===== config.mk =====
export PLATFORM = sky130hd
export DESIGN_NAME = tdp_rem
export DESIGN_NICKNAME = d
export VERILOG_FILES = /design/src/design/tdp_pkg.sv /design/src/design/tdp_rem.sv
export SDC_FILE = /design/constraint.sdc
export NUM_CORES = 1
export LEC_CHECK = 0
export BUFFER_PORTS_ARGS = -buffer_cell sky130_fd_sc_hd__buf_2
export CAP_MARGIN = 20
export CORE_MARGIN = 2
export CORE_UTILIZATION = 25
export CTS_CLUSTER_SIZE = 16
export DETAILED_ROUTE_END_ITERATION = 8
export SLEW_MARGIN = 10
export SYNTH_ARGS = -nofsm -noshare
export SYNTH_HDL_FRONTEND = slang
export SYNTH_SLANG_ARGS = --single-unit

===== constraint.sdc =====
create_clock -name i_clk -period 3.1 [get_ports i_clk]
set_clock_uncertainty 0.2 [all_clocks]
set_input_delay 0.62 -clock i_clk [delete_from_list [all_inputs] [get_ports i_clk]]
set_output_delay 0.62 -clock i_clk [all_outputs]
set_load 0.03 [all_outputs]

===== src/design/tdp_pkg.sv =====
`timescale 1ns / 1ps

package tdp_pkg;

    localparam int unsigned FIRST_DIVISOR = 2;
    localparam int unsigned OUT_TDATA_W   = 8;

    typedef enum logic [1:0] {
        ST_IDLE,
        ST_CHECK,
        ST_DIV,
        ST_FINISH
    } t_state;

    typedef struct packed {
        logic start;
    } t_rem_ctrl;

    typedef struct packed {
        logic busy;
        logic done;
        logic zero;
    } t_rem_stat;

endpackage


===== src/design/tdp_rem.sv =====
`timescale 1ns / 1ps

module tdp_rem #(
    parameter int unsigned NUMBER_WIDTH = 32,
    parameter int unsigned DIV_WIDTH    = 17
) (
    input  logic                     i_clk,
    input  logic                     i_rst_n,
    input  tdp_pkg::t_rem_ctrl       i_ctrl,
    input  logic [NUMBER_WIDTH-1:0]  i_dividend,
    input  logic [DIV_WIDTH-1:0]     i_divisor,
    output tdp_pkg::t_rem_stat       o_stat
);

    localparam int unsigned CW = $clog2(NUMBER_WIDTH + 1);

    logic                    r_busy;
    logic [CW-1:0]           r_cnt;
    logic [NUMBER_WIDTH-1:0] r_shift;
    logic [DIV_WIDTH-1:0]    r_rem;

    logic [DIV_WIDTH:0]      w_trial;
    logic [DIV_WIDTH:0]      w_diff;
    logic [DIV_WIDTH-1:0]    n_rem;

    // one dividend bit per cycle, MSB first, restoring step
    always_comb begin
        w_trial = {r_rem, r_shift[NUMBER_WIDTH-1]};
        w_diff  = w_trial - {1'b0, i_divisor};
        if (w_trial >= {1'b0, i_divisor}) begin
            n_rem = w_diff[DIV_WIDTH-1:0];
        end else begin
            n_rem = w_trial[DIV_WIDTH-1:0];
        end
    end

    always_ff @(posedge i_clk) begin
        if (!i_rst_n) begin
            r_busy <= 1'b0;
            r_cnt  <= '0;
        end else if (i_ctrl.start) begin
            r_busy <= 1'b1;
            r_cnt  <= CW'(NUMBER_WIDTH);
        end else if (r_busy) begin
            if (r_cnt == '0) begin
                r_busy <= 1'b0;
            end else begin
                r_cnt <= r_cnt - 1'b1;
            end
        end
    end

    always_ff @(posedge i_clk) begin
        if (i_ctrl.start) begin
            r_shift <= i_dividend;
            r_rem   <= '0;
        end else if (r_busy && r_cnt != '0) begin
            r_shift <= {r_shift[NUMBER_WIDTH-2:0], 1'b0};
            r_rem   <= n_rem;
        end
    end

    assign o_stat.busy = r_busy;
    assign o_stat.done = r_busy && (r_cnt == '0);
    assign o_stat.zero = (r_rem == '0);

endmodule


# Word level (Yosys, flattened, before mapping)
# Index checks and enable logic that the tools add are counted.
word_totals:
  register_bits: 56
  inputBits: 52
  out_inout_bits: 3
  word_cells: 30
classes:
  n_mux: 9
  n_bitwise: 2
  order_cmp: 1
  reduce_logical: 10
  n_eq_ne: 1
  n_addsub: 2
op_table:
  columns: ["op", "count"]
  rows:
  - ["32-bit 2-to-1 mux", 2]
  - ["18-bit by 17-bit greater-or-equal comparator with 1-bit output", 1]
  - ["6-bit 2-to-1 mux", 3]
  - ["17-bit zero test", 1]
  - ["17-bit 2-to-1 mux", 1]
  - ["17-bit subtractor", 1]
  - ["6-bit zero test", 1]
  - ["6-bit nonzero test", 1]
  - ["6-bit by 1-bit subtractor with 6-bit output, second input constant", 1]
  - ["2-bit AND reduction", 2]
  - ["2-bit nonzero test", 2]
  - ["1-bit 2-to-1 mux", 3]
  - ["1-bit logical AND", 2]
  - ["2-bit != test, second input constant", 1]
  - ["1-bit inverter", 2]
  - ["2-bit OR reduction", 1]

# Depth between registers and ports, before layout
depth:
  word_depth: 4
  depth_mapped: 12

# Worst setup path after synthesis
# No wires, ideal clock.
synth_path:
  kind: "input to register"
  startpoint: "in i_divisor[0]"
  endpoint: "reg r_rem[6]"
  setup_ps: 117
  cell_stages: 11
  t_arrival_ps: 2506
  path_slack_ps: 277
  n_path_buf: 2
  path_cell_list: "ha_1 -> inv_1 -> fa_1 -> a211oi_1 -> o21a_1 -> o21ai_4 -> o22ai_2 -> buf_6 -> buf_6 -> mux2i_1 -> o21ai_1"
synth_between:
  elab_chain_len: 2
  word_cells_on_any_way: 3
  classes_between: "1 x add/sub; 1 x order compare; 1 x mux"
synth_lines:
  columns: ["element", "line", "text"]
  rows:
  - ["from (decl)", "tdp_rem.sv:11", "input logic [DIV_WIDTH-1:0] i_divisor,"]
  - ["17-bit subtractor / 18-bit by 17-bit greater-or-equal comparator with 1-bit output (equally long branches)", "tdp_rem.sv:29, tdp_rem.sv:30", null]
  - ["17-bit 2-to-1 mux (*)", "tdp_rem.sv:30", "if (w_trial >= {1'b0, i_divisor}) begin"]
  - ["to (signal assigned)", "tdp_rem.sv:59", "r_rem <= n_rem;"]
  - ["to (decl)", "tdp_rem.sv:20", "logic [DIV_WIDTH-1:0] r_rem;"]
# Every way passes the cells marked *; elsewhere a longest branch is shown, timed or not.
# A chain may end at the register's enable or synchronous reset.

# Worst setup path after layout
layout_path:
  startpoint: "reg r_shift[31]"
  endpoint: "reg r_rem[0]"
layout_between:
  elab_chain_len: 2
  word_cells_on_any_way: 3
  classes_between: "1 x add/sub; 1 x order compare; 1 x mux"
layout_lines:
  columns: ["element", "line", "text"]
  rows:
  - ["from (decl)", "tdp_rem.sv:19", "logic [NUMBER_WIDTH-1:0] r_shift;"]
  - ["from (signal assigned)", "tdp_rem.sv:55", "r_shift <= i_dividend;"]
  - ["from (signal assigned)", "tdp_rem.sv:58", "r_shift <= {r_shift[NUMBER_WIDTH-2:0], 1'b0};"]
  - ["17-bit subtractor / 18-bit by 17-bit greater-or-equal comparator with 1-bit output (equally long branches)", "tdp_rem.sv:29, tdp_rem.sv:30", null]
  - ["17-bit 2-to-1 mux (*)", "tdp_rem.sv:30", null]
# Marks and branches as above.

==> impl_metrics.tcl <==
set metrics [dict create \
    status "completed" \
    p_switching_mw 0.495 \
    crit_chain "inv_1 -> ha_1 -> inv_1 -> fa_1 -> a211oi_1 -> o21a_1 -> o21ai_4 -> o22ai_2 -> mux2_1 -> a211oi_2" \
    wl_per_cell_um 13.7 \
    irDropWorstVdd_mv 0.201 \
    period_minus_slack_ns 2.85 \
    synthXorXnorAreaFrac 0.0464 \
    gr-total-overflow 0 \
    synth.distinct_cells 56 \
    synth_edf_count 32 \
    rsz0062_at_grt "false" \
    synth_top_family_by_area "compound AO/OA/AOI/OAI gates" \
    ys_seq_area_frac 0.424 \
    p_leak_nw 1.75 \
    end_kind "flop" \
    synth_most_common_cell "edfxtp_1" \
    drt_wl_total_um 7720 \
    cts_root_buf "clkbuf_16" \
    route.antenna.remaining_nets 0 \
    min_path_type "reg2reg" \
    grt_max_degree 33 \
    fillCellCount 1392 \
    ys_ff_latch 56 \
    cts_tree "built" \
    synth_compound_area_frac 0.175 \
    yosys-top-cells-count "edfxtp_1, mux2_2, dfxtp_1" \
    swShare 0.259 \
    coreArea_sq_um 13200 \
    n_antenna_cell 0 \
    placed_cells 555 \
    insertion_delay_ns 0.29 \
    die_w_um 121 \
    start_util 0.256 \
    path_delay_family "compound AO/OA/AOI/OAI gates" \
    crit_fanout 6 \
    setup_ws_ns 0.250 \
    drt-vias-per-instance 4.63 \
    antenna_found_initial 0 \
    fin_nets 458 \
    p_int_mw 1.42 \
    crit_buf_inv 2 \
    ys_async_sr_fraction 0 \
    synth_flop_cell "edfxtp_1" \
    drt-initial-drc-count 138 \
    synth_fp_nets 396 \
    place_ws_ns -0.0129 \
    cts-buffers-inserted 5 \
    p_comb_frac 0.196 \
    rows 42 \
    fin_setup_tns_ns 0 \
    crit_slowest_cell "fa_1" \
    power_frac_seq 0.464 \
    cp.arrival_ns 2.86 \
    grt_use_total 0.105 \
    syn_avg_cell_area_sq_um 10.5 \
    grt_pass1_vias 2566 \
    yosys.area.top_type "edfxtp_1" \
    drive_above_1_share 0.300 \
    ioPinCount 55 \
    synthSimpleGateAreaFrac 0.106 \
    cpMostUsedCell "inv_1" \
    synth_area_leaders "edfxtp_1, dfxtp_1, mux2_2" \
    stdcell_count 563 \
    synth_top_area_share 0.283 \
    ctsResizeCount 0 \
    clk_pin_slew_ns 0.07 \
    synthAdderAreaFrac 0.0759 \
    holdBufCountCts 0 \
    io_buffers 54 \
    worst_pin_slew_ns 0.641 \
    final_util 0.308 \
    cts_setup_buffers 0 \
    dp_hpwl_um 5990 \
    num_vias 2604 \
    synthCells 324 \
    pwr-share-clk 0.339 \
    cp.required_ns 3.11 \
    drv_slew 0 \
    route.detailed.drc 0 \
    period_share 0.919 \
    ys_warn_count 0 \
    gp_congestion 0.820 \
    critPathLaunchType "flop" \
    netlist_area_sq_um 3400 \
    die_h_um 121 \
    power_mw 1.91 \
    cap_violations 0 \
    crit_type "reg2reg" \
    cts_buffer_depth 2 \
    grt_pass1_wl_um 12400 \
    synth_mux_area_frac 0.124 \
    area_delta_synth_final_pct 20.3 \
    setup_violations 0 \
    timing.fmax_mhz 351 \
    cts_max_level 2 \
    powerDensity_nw_per_um2 468 \
    cts.sink_count 56 \
    die_area_sq_um 14500 \
    first_pass_iters 4 \
    slew_headroom 0.571 \
    max_stage_delay_ns 0.38 \
    hold_viol 0 \
]
-- registers in the layout, indices dropped and copies added (netlist names) --
name     flops
r_cnt        6
r_rem       17
r_shift     32
r_busy       1
-- cell type report --
cell class,count,area [sq um],area share
Sequential cell,56,1440,0.353
Clock buffer,6,129,0.0316
Timing Repair Buffer,69,383,0.0937
Tap cell,176,220,0.0539
Clock inverter,2,38.8,0.00950
Multi-Input combinational cell,232,1790,0.438
Inverter,22,83.8,0.0205
-- worst reg2reg max path: stages (launching register included) --
cell      delay (ns)
edfxtp_1        0.37
inv_1           0.08
ha_1            0.17
inv_1           0.06
fa_1            0.38
a211oi_1        0.32
o21a_1          0.24
o21ai_4         0.08
o22ai_2         0.27
mux2_1          0.38
a211oi_2        0.22
-- path summary, 6_finish.rpt --
path	start	end	slack, ns	cells after the start
min	r_cnt[1]$_SDFFE_PP0P_	r_cnt[1]$_SDFFE_PP0P_	0.31	2
max reg2reg	r_shift[31]$_DFFE_PP_	r_rem[0]$_SDFFE_PP0P_	0.25	10
min reg2reg	r_cnt[1]$_SDFFE_PP0P_	r_cnt[1]$_SDFFE_PP0P_	0.31	2
max	r_shift[31]$_DFFE_PP_	r_rem[0]$_SDFFE_PP0P_	0.25	10
-- power by group through the flow --
stage          clock (mW)  sequential, mW  combinational [mW]
4_1_cts             0.660           0.888               0.379
3_3_place_gp            0           0.901               0.371
6_report            0.648           0.887               0.375
2_1_floorplan           0           0.893               0.270
3_5_place_dp            0           0.904               0.376
5_1_grt             0.695           0.893               0.419
-- per-stage QoR --
step | hold slack (ns) | area, sq um
2_1_floorplan | 0.258 | 3400
3_3_place_gp | 0.291 | 3920
3_5_place_dp | 0.295 | 3920
4_1_cts | 0.312 | 4080
5_1_grt | 0.359 | 4080
6_report | 0.311 | 4080
-- logic make-up (layout without fill, tap and decap cells) --
group | Yosys count | after routing
AO/OA/AOI/OAI | 83 | 83
AND/OR/NAND/NOR | 73 | 73
multiplexers | 38 | 38
flip-flops | 56 | 56
XOR/XNOR | 18 | 18
adder cells (fa/ha/maj) | 20 | 20
buffers and inverters | 36 | 99
-- cells in the final DEF (no fill, tap or decap), drive strengths merged, types with 4 or more instances in the layout --
| cell | netlist | routed |
|---|---|---|
| mux2i | 6 | 6 |
| nor2 | 23 | 23 |
| xnor2 | 8 | 8 |
| buf | 13 | 69 |
| inv | 21 | 22 |
| a21oi | 14 | 14 |
| a32oi | 6 | 6 |
| a21o | 7 | 7 |
| and3 | 4 | 4 |
| ha | 19 | 19 |
| mux2 | 32 | 32 |
| nor4 | 6 | 6 |
| dfxtp | 24 | 24 |
| nand3 | 4 | 4 |
| xor2 | 10 | 10 |
| nand2 | 17 | 17 |
| edfxtp | 32 | 32 |
| a211oi | 11 | 11 |
| clkbuf | 1 | 6 |
| o21ai | 16 | 16 |
| a31oi | 8 | 8 |
| o21a | 5 | 5 |
| nor2b | 4 | 4 |
-- layer usage --
layer | vias up | share of wire | GRT usage
li1 | 1323 | - | -
met1 | 1234 | 0.47 | 0.141
met2 | 40 | 0.49 | 0.180
met3 | 7 | 0.024 | 0.0151
met4 | 0 | 0.013 | 0.0247
met5 | - | 0 | 0
(Power assumes the default switching activity.)
